<file path="src/rtl/bkvt_pkg.sv">
// ----------------------------------------------------------------------------
// bkvt_pkg
// Shared types, codes and constants of the binary key-value tokenizer.
// ----------------------------------------------------------------------------
package bkvt_pkg;

    // default depth limit of nested objects
    localparam int MAX_DEPTH_DEF = 15;
    // hardware level counter saturates here
    localparam int LEVEL_HW_MAX = 15;

    // element type bytes
    localparam logic [7:0] TYPE_OBJECT = 8'h00;
    localparam logic [7:0] TYPE_STRING = 8'h01;
    localparam logic [7:0] TYPE_INT    = 8'h02;
    localparam logic [7:0] TYPE_CLOSE  = 8'h08;
    localparam logic [7:0] BYTE_NUL    = 8'h00;

    // from this level on any type byte is taken as a bare key
    localparam logic [3:0] LEVEL_ANY_TYPE = 4'd4;
    localparam logic [3:0] ROOT_KEY_LEN   = 4'd9;

    typedef enum logic [3:0] {
        PH_ROOT_TYPE = 4'd0,
        PH_ROOT_KEY  = 4'd1,
        PH_TYPE      = 4'd2,
        PH_KEY       = 4'd3,
        PH_STR       = 4'd4,
        PH_INT       = 4'd5,
        PH_IDLE      = 4'd6
    } phase_t;

    typedef enum logic [1:0] {
        PV_NONE   = 2'd0,
        PV_STRING = 2'd1,
        PV_INT    = 2'd2
    } pend_t;

    typedef enum logic [3:0] {
        EV_NONE     = 4'd0,
        EV_KEY_BYTE = 4'd1,
        EV_KEY_END  = 4'd2,
        EV_STR_BYTE = 4'd3,
        EV_STR_END  = 4'd4,
        EV_INT_DONE = 4'd5,
        EV_OPEN     = 4'd6,
        EV_CLOSE    = 4'd7,
        EV_DONE     = 4'd8,
        EV_ERROR    = 4'd9,
        EV_IDLE     = 4'd10
    } event_t;

    // parser state carried from byte to byte
    typedef struct packed {
        phase_t      phase;
        logic [3:0]  level;
        logic [1:0]  int_cnt;
        logic [23:0] int_partial;
        logic [3:0]  root_pos;
        pend_t       pend;
        logic        done;
        logic        err;
    } state_t;

    // one token event
    typedef struct packed {
        event_t             kind;
        logic [7:0]         byte_value;
        logic signed [31:0] int_value;
        logic [3:0]         nest_depth;
        logic               finished;
    } result_t;

    localparam state_t STATE_RESET = '{
        phase:       PH_ROOT_TYPE,
        level:       4'd0,
        int_cnt:     2'd0,
        int_partial: 24'd0,
        root_pos:    4'd0,
        pend:        PV_NONE,
        done:        1'b0,
        err:         1'b0
    };

    // expected root key, one character per position
    function automatic logic [7:0] root_char(input logic [3:0] pos);
        logic [7:0] c;
        case (pos)
            4'd0:    c = 8'h73; // s
            4'd1:    c = 8'h68; // h
            4'd2:    c = 8'h6f; // o
            4'd3:    c = 8'h72; // r
            4'd4:    c = 8'h74; // t
            4'd5:    c = 8'h63; // c
            4'd6:    c = 8'h75; // u
            4'd7:    c = 8'h74; // t
            4'd8:    c = 8'h73; // s
            default: c = 8'h00;
        endcase
        return c;
    endfunction

endpackage

</file>
<file path="src/rtl/bkvt_step.sv">
// ----------------------------------------------------------------------------
// bkvt_step
// Single-byte parser step: next state and token event from current state.
// ----------------------------------------------------------------------------
module bkvt_step #(
    parameter int MAX_DEPTH = bkvt_pkg::MAX_DEPTH_DEF
) (
    input  bkvt_pkg::state_t  cur,
    input  logic [7:0]        in_byte,
    input  logic              last_byte,
    output bkvt_pkg::state_t  nxt,
    output bkvt_pkg::result_t res
);

    localparam logic [3:0] DEPTH_CAP = (MAX_DEPTH < bkvt_pkg::LEVEL_HW_MAX)
                                       ? 4'(MAX_DEPTH) : 4'(bkvt_pkg::LEVEL_HW_MAX);

    bkvt_pkg::event_t   kind;
    logic [7:0]         bv;
    logic [31:0]        iv;
    logic               fail;
    logic               open_req;
    bkvt_pkg::state_t   st;

    // parse one byte
    always_comb begin
        st       = cur;
        kind     = bkvt_pkg::EV_NONE;
        bv       = 8'd0;
        iv       = 32'd0;
        fail     = 1'b0;
        open_req = 1'b0;

        case (cur.phase)
            bkvt_pkg::PH_ROOT_TYPE: begin
                if (in_byte == bkvt_pkg::TYPE_OBJECT) begin
                    st.level    = 4'd1;
                    kind        = bkvt_pkg::EV_OPEN;
                    st.root_pos = 4'd0;
                    st.phase    = bkvt_pkg::PH_ROOT_KEY;
                end else begin
                    fail = 1'b1;
                end
            end
            bkvt_pkg::PH_ROOT_KEY: begin
                if (cur.root_pos < bkvt_pkg::ROOT_KEY_LEN) begin
                    if (in_byte == bkvt_pkg::root_char(cur.root_pos)) begin
                        kind        = bkvt_pkg::EV_KEY_BYTE;
                        bv          = in_byte;
                        st.root_pos = cur.root_pos + 4'd1;
                    end else begin
                        fail = 1'b1;
                    end
                end else if (in_byte == bkvt_pkg::BYTE_NUL) begin
                    kind     = bkvt_pkg::EV_KEY_END;
                    st.phase = bkvt_pkg::PH_TYPE;
                end else begin
                    fail = 1'b1;
                end
            end
            bkvt_pkg::PH_TYPE: begin
                if (in_byte == bkvt_pkg::TYPE_CLOSE) begin
                    if (cur.level <= 4'd1) begin
                        st.level = 4'd0;
                        kind     = bkvt_pkg::EV_DONE;
                        st.done  = 1'b1;
                        st.phase = bkvt_pkg::PH_IDLE;
                    end else begin
                        st.level = cur.level - 4'd1;
                        kind     = bkvt_pkg::EV_CLOSE;
                    end
                end else if (cur.level <= 4'd1) begin
                    if (in_byte == bkvt_pkg::TYPE_OBJECT) begin
                        open_req = 1'b1;
                    end else begin
                        fail = 1'b1;
                    end
                end else if (in_byte == bkvt_pkg::TYPE_OBJECT) begin
                    open_req = 1'b1;
                end else if (in_byte == bkvt_pkg::TYPE_STRING) begin
                    st.pend  = bkvt_pkg::PV_STRING;
                    st.phase = bkvt_pkg::PH_KEY;
                end else if (in_byte == bkvt_pkg::TYPE_INT) begin
                    st.pend  = bkvt_pkg::PV_INT;
                    st.phase = bkvt_pkg::PH_KEY;
                end else if (cur.level >= bkvt_pkg::LEVEL_ANY_TYPE) begin
                    st.pend  = bkvt_pkg::PV_NONE;
                    st.phase = bkvt_pkg::PH_KEY;
                end else begin
                    fail = 1'b1;
                end
                // object open with depth saturation
                if (open_req) begin
                    if (cur.level >= DEPTH_CAP) begin
                        st.level = DEPTH_CAP;
                        fail     = 1'b1;
                    end else begin
                        st.level = cur.level + 4'd1;
                        kind     = bkvt_pkg::EV_OPEN;
                        st.pend  = bkvt_pkg::PV_NONE;
                        st.phase = bkvt_pkg::PH_KEY;
                    end
                end
            end
            bkvt_pkg::PH_KEY: begin
                if (in_byte != bkvt_pkg::BYTE_NUL) begin
                    kind = bkvt_pkg::EV_KEY_BYTE;
                    bv   = in_byte;
                end else begin
                    kind           = bkvt_pkg::EV_KEY_END;
                    st.int_cnt     = 2'd0;
                    st.int_partial = 24'd0;
                    case (cur.pend)
                        bkvt_pkg::PV_STRING: st.phase = bkvt_pkg::PH_STR;
                        bkvt_pkg::PV_INT:    st.phase = bkvt_pkg::PH_INT;
                        default:             st.phase = bkvt_pkg::PH_TYPE;
                    endcase
                    st.pend = bkvt_pkg::PV_NONE;
                end
            end
            bkvt_pkg::PH_STR: begin
                if (in_byte != bkvt_pkg::BYTE_NUL) begin
                    kind = bkvt_pkg::EV_STR_BYTE;
                    bv   = in_byte;
                end else begin
                    kind     = bkvt_pkg::EV_STR_END;
                    st.phase = bkvt_pkg::PH_TYPE;
                end
            end
            bkvt_pkg::PH_INT: begin
                // little-endian assembly, top byte completes the value
                case (cur.int_cnt)
                    2'd0: begin
                        st.int_partial[7:0] = in_byte;
                        st.int_cnt          = 2'd1;
                    end
                    2'd1: begin
                        st.int_partial[15:8] = in_byte;
                        st.int_cnt           = 2'd2;
                    end
                    2'd2: begin
                        st.int_partial[23:16] = in_byte;
                        st.int_cnt            = 2'd3;
                    end
                    default: begin
                        kind           = bkvt_pkg::EV_INT_DONE;
                        iv             = {in_byte, cur.int_partial};
                        st.int_cnt     = 2'd0;
                        st.int_partial = 24'd0;
                        st.phase       = bkvt_pkg::PH_TYPE;
                    end
                endcase
            end
            default: begin
                kind = bkvt_pkg::EV_IDLE;
            end
        endcase

        // any failure parks the parser until end of file
        if (fail) begin
            st.err   = 1'b1;
            kind     = bkvt_pkg::EV_ERROR;
            bv       = 8'd0;
            iv       = 32'd0;
            st.phase = bkvt_pkg::PH_IDLE;
        end

        res.nest_depth = st.level;
        res.finished   = 1'b0;

        // final byte: verdict on the whole file, then restart
        if (last_byte) begin
            if (st.err) begin
                kind = bkvt_pkg::EV_ERROR;
            end else if (st.done || (st.phase == bkvt_pkg::PH_TYPE && st.level == 4'd1)) begin
                kind = bkvt_pkg::EV_DONE;
            end else begin
                kind = bkvt_pkg::EV_ERROR;
            end
            bv           = 8'd0;
            iv           = 32'd0;
            res.finished = 1'b1;
            st           = bkvt_pkg::STATE_RESET;
        end

        res.kind       = kind;
        res.byte_value = bv;
        res.int_value  = iv;
        nxt            = st;
    end

endmodule

</file>
<file path="src/rtl/binary_keyvalue_tokenizer_core.sv">
// ----------------------------------------------------------------------------
// binary_keyvalue_tokenizer_core
// Streaming tokenizer for binary key-value files, one event per input byte.
// ----------------------------------------------------------------------------
// Takes one file byte per transaction and returns exactly one token event per
// byte, in order. Throughput is one byte per clock cycle while results are
// taken: the parser state is updated by a single combinational step between
// the input register and the result register, so a byte may follow in every
// cycle. Each byte is held in the input register and its result then in the
// result register. While a result waits on m_tready the input register takes
// one more byte, and s_tready then follows m_tready until the result is taken.
// A byte with s_tlast set ends the file: its result carries m_tlast with the
// file verdict, and the next byte starts a new file.
module binary_keyvalue_tokenizer_core #(
    parameter int MAX_DEPTH = bkvt_pkg::MAX_DEPTH_DEF
) (
    input  logic        aclk,
    input  logic        aresetn,
    // input transaction
    input  logic        s_tvalid,
    output logic        s_tready,
    input  logic [7:0]  s_tdata,   // [7:0] in_byte
    input  logic        s_tlast,   // last_byte
    // result transaction
    output logic        m_tvalid,
    input  logic        m_tready,
    output logic [47:0] m_tdata,   // [3:0] event_kind, [11:4] byte_value,
                                   // [43:12] int_value, [47:44] nest_depth
    output logic        m_tlast    // finished
);

    localparam logic [3:0] DEPTH_CAP = (MAX_DEPTH < bkvt_pkg::LEVEL_HW_MAX)
                                       ? 4'(MAX_DEPTH) : 4'(bkvt_pkg::LEVEL_HW_MAX);

    logic               in_valid_reg;
    logic [7:0]         in_byte_reg;
    logic               in_last_reg;
    logic               adv;
    bkvt_pkg::state_t   state_reg;
    bkvt_pkg::state_t   state_next;
    bkvt_pkg::result_t  res_next;
    bkvt_pkg::result_t  res_reg;
    logic               m_valid_reg;

    // pipeline advance when the result slot is free or being emptied
    assign adv      = in_valid_reg && (!m_valid_reg || m_tready);
    assign s_tready = !in_valid_reg || adv;

    // input register
    always_ff @(posedge aclk) begin
        if (!aresetn) begin
            in_valid_reg <= 1'b0;
        end else if (s_tready) begin
            in_valid_reg <= s_tvalid;
        end
    end

    always_ff @(posedge aclk) begin
        if (s_tready && s_tvalid) begin
            in_byte_reg <= s_tdata;
            in_last_reg <= s_tlast;
        end
    end

    // parser step
    bkvt_step #(
        .MAX_DEPTH (MAX_DEPTH)
    ) u_step (
        .cur       (state_reg),
        .in_byte   (in_byte_reg),
        .last_byte (in_last_reg),
        .nxt       (state_next),
        .res       (res_next)
    );

    // parser state
    always_ff @(posedge aclk) begin
        if (!aresetn) begin
            state_reg <= bkvt_pkg::STATE_RESET;
        end else if (adv) begin
            state_reg <= state_next;
        end
    end

    // result register
    always_ff @(posedge aclk) begin
        if (!aresetn) begin
            m_valid_reg <= 1'b0;
        end else if (adv) begin
            m_valid_reg <= 1'b1;
        end else if (m_tready) begin
            m_valid_reg <= 1'b0;
        end
    end

    always_ff @(posedge aclk) begin
        if (adv) begin
            res_reg <= res_next;
        end
    end

    assign m_tvalid = m_valid_reg;
    assign m_tdata  = {res_reg.nest_depth, res_reg.int_value, res_reg.byte_value,
                       res_reg.kind};
    assign m_tlast  = res_reg.finished;

    // end of file always returns the parser to its reset state
    assert property (@(posedge aclk) disable iff (!aresetn)
        (adv && in_last_reg) |=>
            (state_reg.phase == bkvt_pkg::PH_ROOT_TYPE && state_reg.level == 4'd0))
        else $error("parser state not cleared after final byte");

    // level never passes the depth cap
    assert property (@(posedge aclk) disable iff (!aresetn)
        state_reg.level <= DEPTH_CAP)
        else $error("nesting level above depth cap");

    // a recorded error parks the parser
    assert property (@(posedge aclk) disable iff (!aresetn)
        state_reg.err |-> state_reg.phase == bkvt_pkg::PH_IDLE)
        else $error("error flag set outside idle phase");

    // file verdict is done or error
    assert property (@(posedge aclk) disable iff (!aresetn)
        (m_valid_reg && res_reg.finished) |->
            (res_reg.kind == bkvt_pkg::EV_DONE || res_reg.kind == bkvt_pkg::EV_ERROR))
        else $error("final result without a verdict");

    // byte payload only on key and string byte events
    assert property (@(posedge aclk) disable iff (!aresetn)
        (m_valid_reg && res_reg.kind != bkvt_pkg::EV_KEY_BYTE
                     && res_reg.kind != bkvt_pkg::EV_STR_BYTE) |->
            res_reg.byte_value == 8'd0)
        else $error("byte value on a non-byte event");

endmodule
</file>
<file path="config.mk">
export PLATFORM = sky130hd
export DESIGN_NAME = binary_keyvalue_tokenizer_core
export DESIGN_NICKNAME = d
export VERILOG_FILES = /design/src/rtl/bkvt_pkg.sv /design/src/rtl/bkvt_step.sv /design/src/rtl/binary_keyvalue_tokenizer_core.sv
export SDC_FILE = /design/constraint.sdc
export NUM_CORES = 1
export LEC_CHECK = 0
export BUFFER_PORTS_ARGS = -buffer_cell sky130_fd_sc_hd__buf_2
export CORE_MARGIN = 2
export CORE_UTILIZATION = 53
export DETAILED_ROUTE_END_ITERATION = 12
export PLACE_DENSITY = 0.77
export SETUP_SLACK_MARGIN = 0.3
export SLEW_MARGIN = 20
export SYNTH_ARGS = -nofsm -noshare
export SYNTH_HDL_FRONTEND = slang
export SYNTH_SLANG_ARGS = --single-unit
</file>
<file path="constraint.sdc">
create_clock -name aclk -period 4.02 [get_ports aclk]
set_input_delay 0.804 -clock aclk [delete_from_list [all_inputs] [get_ports aclk]]
set_output_delay 0.804 -clock aclk [all_outputs]
set_load 0.01 [all_outputs]
</file>
# After elaboration in Yosys (flattened, before gate mapping)
# Memory sizes are Yosys's and may differ from the RTL's. A register that Yosys moved wholly into a read port is not among the register bits.
# Index checks and enable logic that the tools add are counted.
# totals
wordCells	168
regBits	102
input_bits	13
mem_bits_ro	112
mem_count	1
output_inout_bits	51
# classes
n_reduce_logical	29
addsub	3
muxes	89
n_eq_ne	22
bitwise_logic	1
magnitude_cmp	4
# memory_table
name	depth	word_bits	rd	rd_clocked_by_memory_dff	wr	line_no	rtl
(name not given)	16	7	1	1	0	bkvt_pkg.sv:88	case (pos)
# ops
operator	n
2-to-1 mux 4 bit	30
one-hot mux 8 bit (2 select lines)	4
2-to-1 mux 8 bit	7
one-hot mux 26 bit (2 select lines)	1
one-hot mux 4 bit (6 select lines)	2
2-to-1 mux 42 bit	1
2-to-1 mux 26 bit	1
2-to-1 mux 1 bit	23
2-to-1 mux 2 bit	11
one-hot mux 4 bit (2 select lines)	2
== test 4 x 2 -> 1 bit, second input constant	3
!= test 3 bit, second input constant	4
AND reduction 4 bit	3
OR reduction 2 bit	5
2-to-1 mux 3 bit	3
!= test 3 x 2 -> 1 bit, second input constant	3
nonzero test 3 bit	3
adder 4 x 1 -> 4 bit, second input constant	2
== test 4 x 1 -> 1 bit, second input constant	2
== test 4 x 3 -> 1 bit, second input constant	2
== test 8 x 1 -> 1 bit, second input constant	1
== test 8 x 2 -> 1 bit, second input constant	1
== test 8 x 4 -> 1 bit, second input constant	1
== test 8 bit	1
24 further kinds	32

# Longest topological paths before layout
# depth
depth_word	17
depth_mapped	13
mapped_depth_nobuf	12

# By module
# Synthesis repeated with hierarchy kept, for this count alone.
# hier_totals
hier_cells	607
hier_area_um2	5791.8
# modules_own_cells
module	cells_per_inst	seq_area_each_um2	instances	area_per_inst_um2
binary_keyvalue_tokenizer_core	250	2622.5	1	3513.4
bkvt_step	357	0.0	1	2278.4

# Worst setup path after synthesis
# Ideal clock, no wire load.
# synth_path
path_kind	input -> register
startpoint	in m_tready
endpoint	reg (tool-made name)
required_ns	3.934
cell_stages	11
setup_time_ns	0.086
path_buffers	0
t_arrival_ns	3.950
path_slack_ns	-0.016
path_cell_list	nand2b_1 > nand2_1 > clkinv_1 > nand2_2 > a21oi_1 > a31oi_1 > nand2b_1 > ha_1 > nand2_1 > o211a_2 > a211oi_1
# synth_rtl
item	line_no	rtl
start: declaration	binary_keyvalue_tokenizer_core.sv:26	input logic m_tready,

==> results_dict.tcl <==
set metrics [dict create \
    setup_viol 0 \
    combinationalPowerShare 0.075 \
    wl_per_cell_um 16.9 \
    clk_pin_slew_worst_paths_ns 0.11 \
    worstMarginPinSlew_ns 0.913 \
    status "complete, no violations" \
    clock_path_buffers 2 \
    internal-power_uw 1460 \
    grtUsageTotal 0.225 \
    h-tree-depth 3 \
    cts_tree "done" \
    final_nets 618 \
    rrSetupSlack_ns 0.70 \
    cp-start-kind "flop" \
    cts_made_buffers 9 \
    pin_count 64 \
    core_area_um2 9770 \
    max_cap_violations 0 \
    synthTopCellsByArea "edfxtp_1 33%, dfxtp_1 19%, and2_1 4.7%" \
    synth_warnings 0 \
    synth_nets 565 \
    setup.worst_path.start "state_reg[40]" \
    syn_avg_cell_area_um2 9.93 \
    worst_ep_required_time_ns 4.32 \
    antenna_found_initial 0 \
    hold_ws_ns 0.455 \
    postCtsSetupBuffers 0 \
    p_switching_uw 502 \
    drive_gt1_frac 0.190 \
    wl_met2_um 5660 \
    synth_edf_count 58 \
    worstSetupPathType "reg -> reg" \
    grt-ovfl-total 0 \
    top_layer "met4" \
    ys_seq_area_frac 0.514 \
    crit_path_max_fanout 19 \
    switching_share 0.255 \
    antenna_cells 0 \
    ys_top_cells_by_count "58 x edfxtp_1, 50 x dfxtp_1, 41 x a21oi_1" \
    regToRegStartpoint "state_reg[40]" \
    synthesis.area_um2 5340 \
    fmax_mhz 301 \
    ys_seq_elements 108 \
    die_w_um 104 \
    power_frac_seq 0.615 \
    drt_iter0_drc 446 \
    min_period_ns 3.32 \
    leakagePower_uw 0.00210 \
    synth_top_area_frac 0.326 \
    ant_nets 0 \
    rsz0062_at_grt "false" \
    hold_viol 0 \
    wl_met1_um 5540 \
    drt-total-wl_um 12300 \
    worstPathArrival_ns 3.62 \
    port_buffers 63 \
    critPathCaptureType "flop" \
    n_fill_cell 831 \
    min_path_type "reg -> reg" \
    via_per_inst 5.95 \
    vdd_drop_max_v 0.000193 \
    dp_hpwl_um 8650 \
    dieHeight_um 104 \
    largest_reg_flops 48 \
    synth-async-reset-ratio 0 \
    gp_congestion 0.984 \
    grt_pass1_vias 3909 \
    slew_headroom 0.390 \
    synthFlopType "edfxtp_1" \
    synthDistinctLibCells 73 \
    power_density_nw_per_um2 330 \
    cts_root_buf "clkbuf_8" \
    grt_max_degree 37 \
    rows 36 \
    syn-instance-count 538 \
    syn_to_final_growth_pct 11.6 \
    timing.final.crit_share 0.826 \
    setup_tns_ns 0 \
    ctsHoldBuffers 0 \
    yosys.cell_count.top_type "edfxtp_1" \
    slew_violations 0 \
    initial_core_util 0.546 \
    synth_top_area_cell "edfxtp_1" \
    post-route-util 0.610 \
    cts_resized 0 \
    grt_pass1_wl_um 19500 \
    hp-start "state_reg[29]" \
    skew_ns 0.0161 \
    clock_sinks 108 \
    dr_wl_met3_um 947 \
    clock_latency_ns 0.39 \
    dr_total_vias 4341 \
    drc_errors 0 \
    pwr-share-clk 0.310 \
    first_pass_iters 7 \
    dieArea_um2 10900 \
]
-- worst paths after layout --
kind | endpoint | depth (start not counted)
worst max-delay path | flop | 10
worst min-delay path | state_reg[29] | 2
worst max register to register | flop | 10
worst min register to register | state_reg[29] | 2
-- final cells by class --
type / count / area (um^2) / area share
clock inverter: 7 / 48.8 / 0.00819
multi-input combinational: 368 / 2360 / 0.395
timing repair buffer: 77 / 420 / 0.0705
clock buffer: 9 / 124 / 0.0208
tap: 133 / 166 / 0.0279
sequential: 108 / 2740 / 0.460
inverter: 27 / 103 / 0.0172
-- per-layer routing --
metal / vias up / track usage
met2: 206 / 0.337
met3: 21 / 0.0407
met4: 0 / 0.0820
met1: 2060 / 0.327
li1: 2054 / -
met5: - / 0
-- power groups by stage --
stage               combinational [uW]  sequential, uW  clock, uW
finish                             148            1210        609
global route                       159            1210        652
CTS                                146            1210        612
detailed placement                 146            1230          0
global placement                   144            1230          0
floorplan                         83.5            1240          0
-- cells in the final DEF, fill, tap and decap left out, types with 7 or more instances in the layout --
cell type	Yosys	layout
inv_1	24	24
a31oi_1	9	9
ha_1	14	14
nor4_1	9	9
clkbuf_8	0	9
dfxtp_1	50	50
or4_1	7	7
buf_4	2	14
nor2_1	39	39
o21ai_0	15	15
a21oi_1	41	41
nand2b_1	16	16
buf_2	6	63
nand2_1	29	29
and2_1	40	40
nor3_1	13	13
nand3_1	30	30
edfxtp_1	58	58
-- critical path, cell delays in order, from the launching register on --
cell,delay [ns]
dfxtp_1,0.31
buf_4,0.18
or4b_4,0.53
or3b_1,0.38
or4_1,0.57
a21oi_1,0.20
a31oi_1,0.07
nand2b_1,0.21
ha_1,0.34
and2_1,0.17
a221oi_2,0.26
-- metrics by stage --
stage | cells | setup WS [ns] | total power [uW] | area (um^2)
after floorplan | 538 | 0.659 | 1320 | 5340
after global placement | 713 | 0.875 | 1380 | 5790
after detailed placement | 713 | 0.776 | 1380 | 5790
after CTS | 729 | 0.748 | 1970 | 5960
after global routing | 729 | 0.560 | 2020 | 5960
final | 729 | 0.701 | 1970 | 5960
-- cell families (layout without fill, tap and decap cells) --
family,after synthesis,count (layout),synth area share
compound gates,127,127,0.164
xor+xnor,8,8,0.0131
fa+ha+maj,14,14,0.0328
buf+inv,62,120,0.0464
flops,108,108,0.514
mux,3,3,0.00633
simple gates,216,216,0.224
Power figures use the tool's default switching activity.
